<file path="config.mk">
export PLATFORM = sky130hd
export DESIGN_NAME = pzfl_queue
export DESIGN_NICKNAME = d
export VERILOG_FILES = /design/src/sv/assert_macros.svh /design/src/sv/pzfl_pkg.sv /design/src/sv/pzfl_queue.sv
export SDC_FILE = /design/constraint.sdc
export NUM_CORES = 1
export LEC_CHECK = 0
export ABC_AREA = 1
export BUFFER_PORTS_ARGS = -buffer_cell sky130_fd_sc_hd__buf_2
export CORE_ASPECT_RATIO = 0.5
export CORE_MARGIN = 2
export CORE_UTILIZATION = 49
export CTS_CLUSTER_SIZE = 25
export DETAILED_ROUTE_END_ITERATION = 8
export GPL_TIMING_DRIVEN = 0
export PLACE_DENSITY_LB_ADDON = 0.08
export SETUP_SLACK_MARGIN = 0.02
export SLEW_MARGIN = 20
export SYNTH_ARGS = -nofsm -noshare
export SYNTH_HDL_FRONTEND = slang
export SYNTH_SLANG_ARGS = --single-unit
</file>
<file path="constraint.sdc">
create_clock -name clk -period 2.4 [get_ports clk]
set_input_delay 0.72 -clock clk [delete_from_list [all_inputs] [get_ports clk]]
set_output_delay 0.72 -clock clk [all_outputs]
set_load 0.1 [all_outputs]
</file>
<file path="src/sv/assert_macros.svh">
// ----------------------------------------------------------------------------
// Assertion macros
// Clocked concurrent assertion shorthands, disabled while reset is active.
// ----------------------------------------------------------------------------
`ifndef ASSERT_MACROS_SVH
`define ASSERT_MACROS_SVH

// Property that must hold at every clock edge.
`define ASSERT_CLK(label, prop, msg) \
    label: assert property (@(posedge clk) disable iff (!rst_n) (prop)) \
        else $error(msg);

// Consequent must hold in the cycle after the antecedent.
`define ASSERT_NEXT(label, ante, cons, msg) \
    label: assert property (@(posedge clk) disable iff (!rst_n) (ante) |=> (cons)) \
        else $error(msg);

`endif

</file>
<file path="src/sv/pzfl_pkg.sv">
// ----------------------------------------------------------------------------
// PID feedback loop package
// Widths, constants, codes and shared types of the feedback loop core.
// ----------------------------------------------------------------------------
package pzfl_pkg;

    // Field widths
    localparam int ADC_W      = 12;
    localparam int DAC_W      = 12;
    localparam int ERR_W      = 17;
    localparam int DIFF_W     = ERR_W + 1;
    localparam int DRV_W      = 16;
    localparam int GAIN_W     = 16;
    localparam int LIM_W      = 10;
    localparam int CFG_IDX_W  = 3;
    localparam int CFG_DATA_W = 16;

    // Gain scaling, a power of two
    localparam int GAIN_DIVISOR = 256;
    localparam int GAIN_SHIFT   = $clog2(GAIN_DIVISOR);

    // Sample conditioning and limits
    localparam int ADC_OFFSET     = 2048;
    localparam int SCALE_SHIFT    = 4;
    localparam int INTEG_LIMIT    = 1835008;
    localparam int PI_INTEG_MAX   = 32767;
    localparam int PI_INTEG_MIN   = -32768;
    localparam int DRIVE_MAX      = 32767;
    localparam int DRIVE_MIN      = -32768;
    localparam int LOOP_LIMIT_MAX = 1000;

    // Datapath widths of the back end
    localparam int P_W     = ERR_W + GAIN_W;            // err * gain
    localparam int D_W     = DIFF_W + GAIN_W;           // diff * gain_d
    localparam int PQ_W    = P_W - GAIN_SHIFT;          // err * gain / div
    localparam int A_W     = D_W - GAIN_SHIFT - 1;      // diff * gain_d / div / 2
    localparam int INT_W   = 22;                        // integral state
    localparam int DER_W   = 32;                        // derivative state
    localparam int ISUM0_W = INT_W + 1;
    localparam int ZS_W    = ((INT_W > PQ_W) ? INT_W : PQ_W) + 1;
    localparam int PI_W    = INT_W + GAIN_W;            // integ * gain_i
    localparam int SUM_W   = PI_W + 1;
    localparam int Q0_W    = SUM_W - GAIN_SHIFT;
    localparam int Z_W     = ((DER_W > Q0_W) ? DER_W : Q0_W) + 1;

    localparam int BACK_STAGES = 7;

    // Word queue between front and back
    localparam int QUEUE_DEPTH = 4;
    localparam int QUEUE_AW    = $clog2(QUEUE_DEPTH);

    // Reset values of the registers
    localparam int SET_POINT_RST  = 1000;
    localparam int GAIN_RST       = 40;
    localparam int LOOP_LIMIT_RST = 30;

    typedef enum logic [1:0] {
        MODE_PID = 2'd0,
        MODE_PI  = 2'd1,
        MODE_P   = 2'd2,
        MODE_OFF = 2'd3
    } mode_t;

    typedef enum logic [1:0] {
        OP_PID  = 2'd0,
        OP_PI   = 2'd1,
        OP_P    = 2'd2,
        OP_HOLD = 2'd3
    } op_t;

    typedef enum logic [CFG_IDX_W-1:0] {
        REG_MODE       = 3'd0,
        REG_SET_POINT  = 3'd1,
        REG_GAIN_P     = 3'd2,
        REG_GAIN_I     = 3'd3,
        REG_GAIN_D     = 3'd4,
        REG_LOOP_LIMIT = 3'd5,
        REG_ENABLE     = 3'd6
    } cfg_reg_t;

    typedef struct packed {
        mode_t                    mode;
        logic signed [DRV_W-1:0]  set_point;
        logic signed [GAIN_W-1:0] gain_p;
        logic signed [GAIN_W-1:0] gain_i;
        logic signed [GAIN_W-1:0] gain_d;
        logic [LIM_W-1:0]         loop_limit;
        logic                     enable;
    } cfg_t;

    typedef struct packed {
        op_t                      op;
        logic signed [ERR_W-1:0]  err;
        logic signed [DIFF_W-1:0] diff;
        logic                     done;
    } item_t;

    typedef struct packed {
        logic full;
        logic empty;
    } q_stat_t;

    // (drive + 32768) >> 4: the offset flips the sign bit
    function automatic logic [DAC_W-1:0] dac_of(input logic signed [DRV_W-1:0] d);
        return {~d[DRV_W-1], d[DRV_W-2:DRV_W-DAC_W]};
    endfunction

endpackage

</file>
<file path="src/sv/pzfl_queue.sv">
// ----------------------------------------------------------------------------
// PID feedback loop word queue
// Short FIFO between front and back end.
// ----------------------------------------------------------------------------
module pzfl_queue (
    input  logic               clk,
    input  logic               rst_n,
    input  logic               push,
    input  pzfl_pkg::item_t    item_in,
    input  logic               pop,
    output pzfl_pkg::item_t    item_out,
    output pzfl_pkg::q_stat_t  stat
);

    pzfl_pkg::item_t                mem_reg [pzfl_pkg::QUEUE_DEPTH];
    logic [pzfl_pkg::QUEUE_AW-1:0]  wr_ptr_reg;
    logic [pzfl_pkg::QUEUE_AW-1:0]  rd_ptr_reg;
    logic [pzfl_pkg::QUEUE_AW:0]    cnt_reg;
    logic [pzfl_pkg::QUEUE_AW:0]    cnt_next;

    assign item_out   = mem_reg[rd_ptr_reg];
    assign stat.full  = cnt_reg == (pzfl_pkg::QUEUE_AW + 1)'(pzfl_pkg::QUEUE_DEPTH);
    assign stat.empty = cnt_reg == '0;

    always_comb
    begin
        unique case ({push, pop})
            2'b10:   cnt_next = cnt_reg + (pzfl_pkg::QUEUE_AW + 1)'(1);
            2'b01:   cnt_next = cnt_reg - (pzfl_pkg::QUEUE_AW + 1)'(1);
            default: cnt_next = cnt_reg;
        endcase
    end

    always_ff @(posedge clk)
    begin
        if (push)
        begin
            mem_reg[wr_ptr_reg] <= item_in;
        end
    end

    always_ff @(posedge clk or negedge rst_n)
    begin
        if (!rst_n)
        begin
            wr_ptr_reg <= '0;
            rd_ptr_reg <= '0;
            cnt_reg    <= '0;
        end
        else
        begin
            cnt_reg <= cnt_next;
            if (push)
            begin
                wr_ptr_reg <= wr_ptr_reg + pzfl_pkg::QUEUE_AW'(1);
            end
            if (pop)
            begin
                rd_ptr_reg <= rd_ptr_reg + pzfl_pkg::QUEUE_AW'(1);
            end
        end
    end

endmodule

</file>
# Word-level counts from Yosys, hierarchy flattened
# Memory sizes are Yosys's and may differ from the RTL's.
# Cells that the tools add are included.
# word_totals
rom_bits	0
input_bits	42
output_inout_bits	40
latch_bits	0
register_bits	7
ram_bits	152
elab_cells	16
memories	1
# classes
mux	3
n_bitwise	0
n_reduce_logical	2
eq_ne	3
magnitude_cmp	0
n_shift	0
n_addsub	4
div	0
multipliers	0
# mem_list
name	words	width	read_ports	rd_clocked_by_memory_dff	wr	line	rtl
mem_reg	4	38	1	0	1	pzfl_queue.sv:15	pzfl_pkg::item_t mem_reg [pzfl_pkg::QUEUE_DEPTH];
# op_table
op	count
$pmux 3 s2	1
$add 2x1->2 const B	2
$add 3x1->3 const B	1
$eq 3x3->1 const B	1
$logic_not 3->1	1
$sub 3x1->3 const B	1
$eq 2x1->1 const B	1
$eq 2x2->1 const B	1
$mux 1	2
$reduce_bool 2->1	1

# Depth between registers and ports, before layout
# Gate-level depths: netlist (run 1).
# depth
depth_word	2
ltp_mapped	10
depth_no_buf	9

# Worst setup path before layout (run 1)
# No wires, ideal clock.
# synth_path
path_kind	register to output
from	reg cnt_reg[0] (netlist bit)
to	out stat[0] (netlist bit)
required_time_ns	1.680
path_stages_with_launch	2
arrival_ns	2.479
n_path_buf	0
slack_ns	-0.799
path_cell_list	dfrtp_1 -> nor3_1
# synth_rtl
element	line	rtl
from (decl)	pzfl_queue.sv:18	logic [pzfl_pkg::QUEUE_AW:0] cnt_reg;
from (signal assigned)	pzfl_queue.sv:52	cnt_reg <= cnt_next;
to (decl)	pzfl_queue.sv:12	output pzfl_pkg::q_stat_t stat

==> impl_metrics.xml, run 1 <==
<?xml version="1.0" encoding="UTF-8"?>
<metrics>
  <group name="status">
    <metric name="status" unit="">finished clean</metric>
  </group>
  <group name="critical_path">
    <metric name="worstSetupStartpointType" unit="">flop</metric>
    <metric name="critPathMaxFanout" unit="">10</metric>
    <metric name="timing.critical_path.to_type" unit="">output port</metric>
    <metric name="criticalPathCategory" unit="">reg2out</metric>
    <metric name="crit-reg2reg-launch" unit="">wr_ptr_reg[0]</metric>
    <metric name="crit_start" unit="">rd_ptr_reg[0]</metric>
    <metric name="critical_path_arrival" unit="ns">1.68</metric>
    <metric name="cp_data_required_time" unit="ns">1.68</metric>
  </group>
  <group name="drt">
    <metric name="detail_route.first_pass.iterations" unit="">6</metric>
    <metric name="detail_route.wirelength" unit="um">13190</metric>
    <metric name="number_of_vias_per_cell_after_detailed_routing" unit="">4.966</metric>
    <metric name="drc" unit="">0</metric>
    <metric name="route.vias.total" unit="">3893</metric>
    <metric name="detail_route.wl_per_cell" unit="um">16.83</metric>
    <metric name="ant_nets_after_route" unit="">0</metric>
    <metric name="drt-initial-drc-count" unit="">196</metric>
  </group>
  <group name="sta">
    <metric name="clock-skew-final" unit="ns">0.01272</metric>
    <metric name="worst_slew_pin_slew" unit="ns">0.6270</metric>
    <metric name="worst_slew_margin_rel" unit="">0.5814</metric>
    <metric name="final-max-slew-violation-count" unit="">0</metric>
    <metric name="rsz0062_at_grt" unit="">yes</metric>
    <metric name="hold_violations" unit="">0</metric>
    <metric name="fin_crit" unit="ns">2.397</metric>
    <metric name="fmax" unit="GHz">0.4172</metric>
    <metric name="final-setup-viol-count" unit="">0</metric>
    <metric name="timing.final.crit_share" unit="">0.9987</metric>
  </group>
  <group name="floorplanning">
    <metric name="rows" unit="">30</metric>
    <metric name="num_io_pins" unit="">82</metric>
    <metric name="core" unit="um2">13510</metric>
    <metric name="die_h" unit="um">86.96</metric>
    <metric name="start_util" unit="">0.4991</metric>
    <metric name="design.die.area" unit="um2">14770</metric>
    <metric name="die_w" unit="um">169.9</metric>
  </group>
  <group name="cts">
    <metric name="clk_pin_slew" unit="ns">0.07</metric>
    <metric name="clk-insertion-delay-late" unit="ns">0.41</metric>
    <metric name="cts_post_setup_buffers_inserted" unit="">0</metric>
    <metric name="cts_buffers" unit="">17</metric>
    <metric name="clock_tree.buffer_depth" unit="">2</metric>
    <metric name="cts_hold_buf" unit="">0</metric>
    <metric name="tritoncts" unit="">yes</metric>
    <metric name="clkSinkCount" unit="">159</metric>
    <metric name="cts-root-buf" unit="">clkbuf_16</metric>
    <metric name="cts.htree.levels" unit="">4</metric>
  </group>
  <group name="placement">
    <metric name="placement.io_buffers" unit="">80</metric>
    <metric name="detailedPlacementHpwl" unit="um">8352</metric>
    <metric name="routabilityCongestion" unit="">0.7037</metric>
  </group>
  <group name="finish">
    <metric name="largest_register_ff_count" unit="">152</metric>
    <metric name="layout.core_utilization" unit="">0.6474</metric>
    <metric name="area_growth" unit="%">29.72</metric>
    <metric name="drive_above_1_share" unit="">0.3947</metric>
    <metric name="fillers" unit="">1017</metric>
    <metric name="total_inserted_antenna_cells" unit="">0</metric>
    <metric name="num-nets-final" unit="">643</metric>
  </group>
  <group name="global_route">
    <metric name="global_route_wire_length_before_repair" unit="um">20810</metric>
    <metric name="grtUsageTotal" unit="">0.1931</metric>
    <metric name="first_global_vias" unit="">3901</metric>
    <metric name="grt_antenna_before_repair" unit="">0</metric>
    <metric name="maximum_number_of_pins_on_one_net_before_global_route_repair" unit="">25</metric>
    <metric name="globalRoute.totalOverflow" unit="">0</metric>
  </group>
  <group name="synth">
    <metric name="synth_warn" unit="">0</metric>
    <metric name="syn-num-nets" unit="">540</metric>
    <metric name="synth_cells" unit="">492</metric>
    <metric name="count_of_different_cell_masters_after_synthesis" unit="">22</metric>
    <metric name="sequential_area_share_after_synthesis" unit="">0.7028</metric>
    <metric name="synth.cell_area" unit="um2">6744</metric>
    <metric name="synth.ff_latch_count" unit="">159</metric>
    <metric name="syn-mean-instance-area" unit="um2">13.71</metric>
  </group>
  <group name="run">
    <metric name="cap_viol_max_count" unit="">0</metric>
  </group>
  <group name="hold_path">
    <metric name="hp-class" unit="">in2async</metric>
  </group>
</metrics>
-- metrics by stage --
stage / setup slack, ns / area (um2) / std cells / TNS, ns / hold WS (ns)
final: 0.003022 / 8748 / 784 / 0 / 0.1374
after global routing: -0.06447 / 8748 / 784 / -1.501 / 0.1352
after CTS: -0.01820 / 8641 / 784 / -0.1100 / 0.1373
after detailed placement: 0.07827 / 7452 / 752 / 0 / 0.4890
after global placement: -0.5050 / 7365 / 748 / -68.62 / 0.4790
after floorplan: -0.7986 / 6744 / 492 / -1.597 / 0.4244
-- worst max-delay path, cell delays in order (launching register included) --
cell      delay, ns
dfrtp_1        0.37
buf_6          0.14
buf_12         0.15
buf_12         0.15
o211ai_2       0.15
nand2_2        0.11
buf_12         0.18
-- cell usage after synthesis, drive strengths merged --
cell type / instances / share of area
nand2: 125 / 0.077
ha: 5 / 0.0093
o21ai: 2 / 0.0015
buf: 25 / 0.034
nand4: 1 / 0.00093
nand3: 1 / 0.00074
dfrtp: 7 / 0.026
fa: 1 / 0.0030
nor3: 2 / 0.0015
o211ai: 76 / 0.11
edfxtp: 152 / 0.68
clkbuf: 1 / 0.00056
xor2: 3 / 0.0039
inv: 90 / 0.050
xnor2: 1 / 0.0013
-- worst paths after layout --
kind                                  end  slack [ns]  cells past startpoint
hold reg to reg                cnt_reg[2]        0.50                      2
hold / removal              wr_ptr_reg[1]        0.14                      1
setup reg to reg           mem_reg[2][25]        0.73                      5
max in group asynchronous   rd_ptr_reg[1]        2.08                      1
min in group clk               cnt_reg[2]        0.50                      2
setup / recovery              item_out[1]       0.003                      6
-- layer usage --
metal	routed length, um	global-route usage	up-vias
li1	-	-	1906
met1	6394	0.2743	1905
met2	6190	0.3024	73
met3	522	0.04089	9
met4	85	0.06294	0
met5	0	0	-
-- cell families after synthesis --
group	after synthesis	share of synthesized area
xor+xnor	4	0.005196
flops	159	0.7028
compound gates	78	0.1150
simple gates	129	0.08015
fa+ha+maj	6	0.01225
buf+inv	116	0.08460
-- cell usage in the layout (no fill, tap or decap) --
cell	synthesis	layout
buf_4	2	4
buf_2	13	47
dfrtp_2	0	1
ha_1	5	5
buf_8	0	1
nand2_2	20	57
clkbuf_16	0	17
o211ai_1	37	37
clkbuf_4	0	3
inv_1	89	85
inv_6	0	2
buf_6	4	6
xor2_1	3	3
o21ai_0	2	2
nand4_1	1	1
clkinvlp_4	0	1
clkbuf_1	1	3
inv_2	1	5
o211ai_4	0	1
buf_12	5	47
clkinv_2	0	3
nand3_1	1	1
clkinv_1	0	1
bufinv_16	0	2
fa_1	1	1
nand2_1	105	68
buf_16	0	1
clkinv_4	0	4
xnor2_1	1	1
edfxtp_1	152	152
o211ai_2	39	38
dfrtp_1	7	6
nor3_1	2	2
-- timing repair --
action	in CTS	in global routing
pin swaps	6	26
resized for setup	178	30
endpoints found under the setup margin	38	38
-- cell type report --
type / count / area [um2] / share of cell area
multi-input cells: 217 / 1535 / 0.1755
clock buffers: 19 / 432.9 / 0.04949
repair buffers: 84 / 1050 / 0.1200
clock inverters: 13 / 138.9 / 0.01588
well taps: 176 / 220.2 / 0.02517
flip-flops and latches: 159 / 4741 / 0.5419
plain buffers: 26 / 292.8 / 0.03347
inverters: 90 / 337.8 / 0.03862
Power of run 1 is left out: the tool's default activity adds up to more than one toggle a clock period on the data nets, which glitch-free logic cannot reach.
==> run 2: changes to the inputs <==
--- a/config.mk
+++ b/config.mk
@@ -5,7 +5,6 @@
 export SDC_FILE = /design/constraint.sdc
 export NUM_CORES = 1
 export LEC_CHECK = 0
-export ABC_AREA = 1
 export BUFFER_PORTS_ARGS = -buffer_cell sky130_fd_sc_hd__buf_2
 export CORE_ASPECT_RATIO = 0.5
 export CORE_MARGIN = 2
==> run 2 against run 1 <==
The flow now finishes with violations (setup timing). Synthesized cell count decreased by 52%. Clock skew decreased by 0.0028 ns. Maximum frequency decreased by 4.1%.
==> impl_metrics.xml, run 2 <==
<?xml version="1.0" encoding="UTF-8"?>
<metrics>
  <group name="status">
    <metric name="status" unit="">finished, violations left</metric>
    <metric name="violated_checks" unit="">setup timing</metric>
  </group>
  <group name="global_route">
    <metric name="grtUsageTotal" unit="">0.1629</metric>
    <metric name="maximum_number_of_pins_on_one_net_before_global_route_repair" unit="">24</metric>
    <metric name="global_route_wire_length_before_repair" unit="um">15280</metric>
    <metric name="globalRoute.totalOverflow" unit="">0</metric>
    <metric name="first_global_vias" unit="">2873</metric>
    <metric name="grt_antenna_before_repair" unit="">0</metric>
  </group>
  <group name="critical_path">
    <metric name="timing.critical_path.to_type" unit="">output port</metric>
    <metric name="critical_path_cell_by_cell" unit="">buf_6 -&gt; buf_12 -&gt; mux4_2 -&gt; buf_12</metric>
    <metric name="cp_data_required_time" unit="ns">1.68</metric>
    <metric name="critPathMaxFanout" unit="">9</metric>
    <metric name="crit_family" unit="">multiplexers</metric>
    <metric name="crit_slowest_cell" unit="">mux4_2</metric>
    <metric name="criticalPathCategory" unit="">reg2out</metric>
    <metric name="slowest_delay" unit="ns">0.55</metric>
    <metric name="critical_path.most_common_cell" unit="">buf_12</metric>
    <metric name="worstSetupStartpointType" unit="">flop</metric>
    <metric name="critical_path.n_buffers_inverters" unit="">3</metric>
    <metric name="critical_path_arrival" unit="ns">1.78</metric>
  </group>
  <group name="synth">
    <metric name="synthTopCellsByArea" unit="">edfxtp_1 (77%), mux4_2 (14%), dfrtp_1 (3.0%)</metric>
    <metric name="post-synth-top-count-cell" unit="">edfxtp_1</metric>
    <metric name="synth_cells" unit="">236</metric>
    <metric name="syn-num-nets" unit="">284</metric>
    <metric name="sequential_area_share_after_synthesis" unit="">0.7995</metric>
    <metric name="count_of_different_cell_masters_after_synthesis" unit="">18</metric>
    <metric name="synth_edf_count" unit="">152</metric>
    <metric name="synth.cell_area" unit="um2">5928</metric>
    <metric name="synth.top_cell.area_share" unit="">0.7699</metric>
    <metric name="synth_ff_type" unit="">edfxtp_1</metric>
    <metric name="synth.ff_latch_count" unit="">159</metric>
    <metric name="syn-mean-instance-area" unit="um2">25.12</metric>
    <metric name="synth_warn" unit="">0</metric>
    <metric name="most_instantiated_cells_after_synthesis" unit="">edfxtp_1 (152), mux4_2 (38), dfrtp_1 (7), inv_1 (6), ha_1 (5)</metric>
    <metric name="async_reset_ff_frac" unit="">0.04403</metric>
    <metric name="synth_top_cell_by_area" unit="">edfxtp_1</metric>
  </group>
  <group name="finish">
    <metric name="mostFrequentLayoutCell" unit="">edfxtp_1</metric>
    <metric name="final_cell_mix" unit="">edfxtp_1 (152), buf_2 (45), buf_6 (38), mux4_2 (38), clkbuf_16 (17)</metric>
    <metric name="largest_register_ff_count" unit="">152</metric>
    <metric name="layout.core_utilization" unit="">0.6316</metric>
    <metric name="drive_above_1_share" unit="">0.4746</metric>
    <metric name="num-nets-final" unit="">389</metric>
    <metric name="fillers" unit="">844</metric>
    <metric name="total_inserted_antenna_cells" unit="">0</metric>
    <metric name="area_growth" unit="%">25.79</metric>
  </group>
  <group name="drt">
    <metric name="detail_route.wirelength" unit="um">9797</metric>
    <metric name="detail_route.first_pass.iterations" unit="">4</metric>
    <metric name="drc" unit="">0</metric>
    <metric name="ant_nets_after_route" unit="">0</metric>
    <metric name="detail_route.wl_per_cell" unit="um">18.88</metric>
    <metric name="number_of_vias_per_cell_after_detailed_routing" unit="">5.035</metric>
    <metric name="route.vias.total" unit="">2613</metric>
    <metric name="drt-initial-drc-count" unit="">146</metric>
  </group>
  <group name="cts">
    <metric name="cts-root-buf" unit="">clkbuf_16</metric>
    <metric name="clkSinkCount" unit="">159</metric>
    <metric name="clk-insertion-delay-late" unit="ns">0.41</metric>
    <metric name="cts_hold_buf" unit="">0</metric>
    <metric name="clock_tree.buffer_depth" unit="">2</metric>
    <metric name="cts_buffers" unit="">17</metric>
    <metric name="tritoncts" unit="">yes</metric>
    <metric name="clk_pin_slew" unit="ns">0.06</metric>
    <metric name="cts.htree.levels" unit="">4</metric>
  </group>
  <group name="hold_path">
    <metric name="hp-class" unit="">in2async</metric>
  </group>
  <group name="placement">
    <metric name="routabilityCongestion" unit="">0.7010</metric>
    <metric name="placement.io_buffers" unit="">81</metric>
    <metric name="detailedPlacementHpwl" unit="um">6296</metric>
  </group>
  <group name="sta">
    <metric name="rsz0062_at_grt" unit="">yes</metric>
    <metric name="worst_slew_margin_rel" unit="">0.6500</metric>
    <metric name="fmax" unit="GHz">0.4001</metric>
    <metric name="timing.final.crit_share" unit="">1.041</metric>
    <metric name="final-max-slew-violation-count" unit="">0</metric>
    <metric name="final-setup-viol-count" unit="">38</metric>
    <metric name="fin_crit" unit="ns">2.499</metric>
    <metric name="hold_violations" unit="">0</metric>
    <metric name="timing.final.ws_setup" unit="ns">-0.09937</metric>
    <metric name="timing.hold.ws" unit="ns">0.1377</metric>
    <metric name="clock-skew-final" unit="ns">0.009881</metric>
    <metric name="worst_slew_pin_slew" unit="ns">0.5250</metric>
  </group>
  <group name="floorplanning">
    <metric name="num_io_pins" unit="">82</metric>
    <metric name="design.die.area" unit="um2">13050</metric>
    <metric name="start_util" unit="">0.5021</metric>
    <metric name="rows" unit="">28</metric>
    <metric name="die_w" unit="um">159.6</metric>
    <metric name="core" unit="um2">11810</metric>
    <metric name="die_h" unit="um">81.78</metric>
  </group>
  <group name="run">
    <metric name="cap_viol_max_count" unit="">0</metric>
  </group>
</metrics>
-- run 2: what timing repair did --
| item | CTS | global route |
|---|---|---|
| buffers inserted | 1 | 0 |
| gates resized for setup | 79 | 2 |
| setup endpoints to repair | 38 | 38 |
-- run 2: metrics by stage --
| stage | cells | area, um2 | worst slack (ns) | TNS (ns) |
|---|---|---|---|---|
| after floorplan | 236 | 5933 | 0.05827 | 0 |
| after global placement | 482 | 6545 | -0.5450 | -82.08 |
| after detailed placement | 486 | 6630 | 0.1046 | 0 |
| after CTS | 519 | 7450 | -0.1339 | -4.447 |
| after global routing | 519 | 7457 | -0.1741 | -5.882 |
| final | 519 | 7457 | -0.09937 | -3.060 |
-- run 2: logic make-up (layout without fill, tap and decap cells) --
kind of cell | Yosys count | after routing | synth area share
DFF | 159 | 159 | 0.7995
muxes | 38 | 38 | 0.1444
buffers and inverters | 15 | 133 | 0.02301
and+or+nand+nor | 10 | 10 | 0.008652
adders and majority gates | 6 | 6 | 0.01393
xor gates and xnor gates | 6 | 6 | 0.008864
AOI/OAI and AO/OA | 2 | 2 | 0.001689
-- run 2: worst reg2reg max path: stages, from the launching register on --
cell	delay, ns
dfrtp_1	0.43
inv_1	0.10
ha_1	0.15
and2_2	0.48
buf_12	0.25
-- run 2: metal layers --
| metal | vias up | GRT usage | wire, um |
|---|---|---|---|
| met1 | 1360 | 0.2253 | 4682 |
| met2 | 49 | 0.2519 | 4737 |
| met3 | 4 | 0.04747 | 343 |
| met4 | 0 | 0.06000 | 33 |
| met5 | - | 0 | 0 |
| li1 | 1200 | - | - |
-- run 2: final cells by class --
class	count	area (um2)	area share
timing repair buffer	86	743.2	0.09966
tap	165	206.4	0.02768
buffer	9	120.1	0.01611
clock buffer	18	429.2	0.05755
clock inverter	14	133.9	0.01795
multi-input combinational	62	1062	0.1424
sequential	159	4740	0.6356
inverter	6	22.52	0.003020
-- run 2: path summary, 6_finish.rpt --
check                              start              to  slack, ns  cells past startpoint
max reg2reg                wr_ptr_reg[0]  mem_reg[0][18]       0.66                      4
max in group asynchronous          rst_n   rd_ptr_reg[0]       2.09                      1
min in group clk             item_in[24]  mem_reg[2][24]       0.52                      1
min                                rst_n      cnt_reg[0]       0.14                      1
min reg2reg                   cnt_reg[2]      cnt_reg[2]       0.54                      1
max                        rd_ptr_reg[0]    item_out[33]       -0.1                      4
Power of run 2 is left out for the same reason.
==> run 3: changes to the inputs <==
--- a/config.mk
+++ b/config.mk
@@ -9,11 +9,12 @@
 export CORE_ASPECT_RATIO = 0.5
 export CORE_MARGIN = 2
 export CORE_UTILIZATION = 49
-export CTS_CLUSTER_SIZE = 25
+export CTS_CLUSTER_SIZE = 10
 export DETAILED_ROUTE_END_ITERATION = 8
 export GPL_TIMING_DRIVEN = 0
 export PLACE_DENSITY_LB_ADDON = 0.08
 export SETUP_SLACK_MARGIN = 0.02
+export SKIP_CTS_REPAIR_TIMING = 1
 export SLEW_MARGIN = 20
 export SYNTH_ARGS = -nofsm -noshare
 export SYNTH_HDL_FRONTEND = slang
==> run 3 against run 2 <==
The flow still finishes with violations (setup timing). Largest cell class unchanged. Non-clock buffer count shrank 1. Maximum frequency shrank 0.23%. Clock-buffer cell count is the same. Register-to-register slack is essentially flat. Wire length is the same.
==> impl_metrics.xml, run 3 (synthesis results as in run 2) <==
<?xml version="1.0" encoding="UTF-8"?>
<metrics>
  <group name="hold_path">
    <metric name="hp-class" unit="">in2async</metric>
  </group>
  <group name="sta">
    <metric name="timing.final.ws_setup" unit="ns">-0.1051</metric>
    <metric name="clock-skew-final" unit="ns">0.009463</metric>
    <metric name="hold_violations" unit="">0</metric>
    <metric name="final-setup-viol-count" unit="">38</metric>
    <metric name="timing.hold.ws" unit="ns">0.1380</metric>
    <metric name="final-max-slew-violation-count" unit="">0</metric>
    <metric name="rsz0062_at_grt" unit="">yes</metric>
    <metric name="timing.final.crit_share" unit="">1.044</metric>
    <metric name="fmax" unit="GHz">0.3992</metric>
    <metric name="worst_slew_margin_rel" unit="">0.6491</metric>
    <metric name="fin_crit" unit="ns">2.505</metric>
    <metric name="worst_slew_pin_slew" unit="ns">0.5264</metric>
  </group>
  <group name="drt">
    <metric name="met3WireLength" unit="um">340</metric>
    <metric name="drt-initial-drc-count" unit="">143</metric>
    <metric name="detail_route.wl_per_cell" unit="um">18.91</metric>
    <metric name="routed.top_layer" unit="">met4</metric>
    <metric name="route.layer.met1.wl" unit="um">4716</metric>
    <metric name="routed-wl-met2" unit="um">4700</metric>
    <metric name="ant_nets_after_route" unit="">0</metric>
    <metric name="route.vias.total" unit="">2632</metric>
    <metric name="drc" unit="">0</metric>
    <metric name="detail_route.wirelength" unit="um">9797</metric>
    <metric name="detail_route.first_pass.iterations" unit="">6</metric>
    <metric name="number_of_vias_per_cell_after_detailed_routing" unit="">5.081</metric>
  </group>
  <group name="critical_path">
    <metric name="critical_path.most_common_cell" unit="">buf_6</metric>
    <metric name="slowest_delay" unit="ns">0.54</metric>
    <metric name="criticalPathCategory" unit="">reg2out</metric>
    <metric name="crit_slowest_cell" unit="">mux4_2</metric>
    <metric name="cp_data_required_time" unit="ns">1.68</metric>
    <metric name="worstSetupStartpointType" unit="">flop</metric>
    <metric name="critical_path_arrival" unit="ns">1.79</metric>
    <metric name="timing.critical_path.to_type" unit="">output port</metric>
    <metric name="critPathMaxFanout" unit="">10</metric>
    <metric name="crit_family" unit="">multiplexers</metric>
    <metric name="critical_path.n_buffers_inverters" unit="">3</metric>
    <metric name="critical_path_cell_by_cell" unit="">buf_6 -&gt; buf_12 -&gt; mux4_2 -&gt; buf_6</metric>
  </group>
  <group name="placement">
    <metric name="postPlaceCellArea" unit="um2">6630</metric>
    <metric name="detailedPlacementHpwl" unit="um">6296</metric>
    <metric name="routabilityCongestion" unit="">0.7010</metric>
    <metric name="placement.io_buffers" unit="">81</metric>
  </group>
  <group name="cts">
    <metric name="cts_buffers" unit="">17</metric>
    <metric name="clock_tree.buffer_depth" unit="">2</metric>
    <metric name="cts.htree.levels" unit="">4</metric>
    <metric name="clk_pin_slew" unit="ns">0.06</metric>
    <metric name="tritoncts" unit="">yes</metric>
    <metric name="cts-root-buf" unit="">clkbuf_16</metric>
    <metric name="clkSinkCount" unit="">159</metric>
    <metric name="clk-insertion-delay-late" unit="ns">0.41</metric>
  </group>
  <group name="floorplanning">
    <metric name="start_util" unit="">0.5021</metric>
    <metric name="core" unit="um2">11810</metric>
    <metric name="rows" unit="">28</metric>
    <metric name="design.die.area" unit="um2">13050</metric>
    <metric name="num_io_pins" unit="">82</metric>
    <metric name="die_h" unit="um">81.78</metric>
    <metric name="die_w" unit="um">159.6</metric>
  </group>
  <group name="global_route">
    <metric name="grt_antenna_before_repair" unit="">0</metric>
    <metric name="globalRoute.totalOverflow" unit="">0</metric>
    <metric name="maximum_number_of_pins_on_one_net_before_global_route_repair" unit="">24</metric>
    <metric name="first_global_vias" unit="">2839</metric>
    <metric name="global_route_wire_length_before_repair" unit="um">15230</metric>
    <metric name="grtUsageTotal" unit="">0.1627</metric>
  </group>
  <group name="status">
    <metric name="status" unit="">finished, violations left</metric>
    <metric name="violated_checks" unit="">setup timing</metric>
  </group>
  <group name="finish">
    <metric name="area_growth" unit="%">25.58</metric>
    <metric name="final_cell_mix" unit="">edfxtp_1 (152), buf_2 (45), buf_6 (38), mux4_2 (38), clkbuf_16 (17)</metric>
    <metric name="num-nets-final" unit="">388</metric>
    <metric name="largest_register_ff_count" unit="">152</metric>
    <metric name="fillers" unit="">844</metric>
    <metric name="post-route-cell-area" unit="um2">7445</metric>
    <metric name="layout.core_utilization" unit="">0.6306</metric>
    <metric name="mostFrequentLayoutCell" unit="">edfxtp_1</metric>
    <metric name="total_inserted_antenna_cells" unit="">0</metric>
    <metric name="drive_above_1_share" unit="">0.4731</metric>
  </group>
  <group name="run">
    <metric name="cap_viol_max_count" unit="">0</metric>
  </group>
</metrics>
run 3: per-layer routing:
metal,track usage,up-vias
li1,-,1201
met1,0.2264,1378
met2,0.2502,49
met3,0.04697,4
met4,0.06000,0
met5,0,-
run 3: final timing paths:
path,from,slack [ns],to,cells after the start
setup reg to reg,wr_ptr_reg[0],0.66,mem_reg[0][18],4
setup / recovery,rd_ptr_reg[0],-0.11,item_out[36],4
min in group clk,item_in[24],0.52,mem_reg[2][24],1
hold / removal,rst_n,0.14,cnt_reg[0],1
max in group asynchronous,rst_n,2.09,rd_ptr_reg[0],1
hold reg to reg,cnt_reg[2],0.54,cnt_reg[2],1
run 3: metrics by stage:
stage          setup TNS (ns)  cells  worst slack [ns]
4_1_cts                -8.877    518           -0.3409
3_5_place_dp                0    486            0.1046
6_report               -3.124    518           -0.1051
5_1_grt                -5.942    518           -0.1797
3_3_place_gp           -82.08    482           -0.5450
2_1_floorplan               0    236           0.05827
run 3: cell type report:
| class | count | area (um2) | share of cell area |
|---|---|---|---|
| clock buffers | 18 | 429.2 | 0.05765 |
| plain buffers | 9 | 120.1 | 0.01613 |
| inverters | 6 | 22.52 | 0.003025 |
| flip-flops and latches | 159 | 4740 | 0.6366 |
| clock inverters | 14 | 133.9 | 0.01798 |
| well taps | 165 | 206.4 | 0.02773 |
| repair buffers | 85 | 730.7 | 0.09815 |
| multi-input cells | 62 | 1062 | 0.1427 |
Power of run 3 is left out for the same reason.
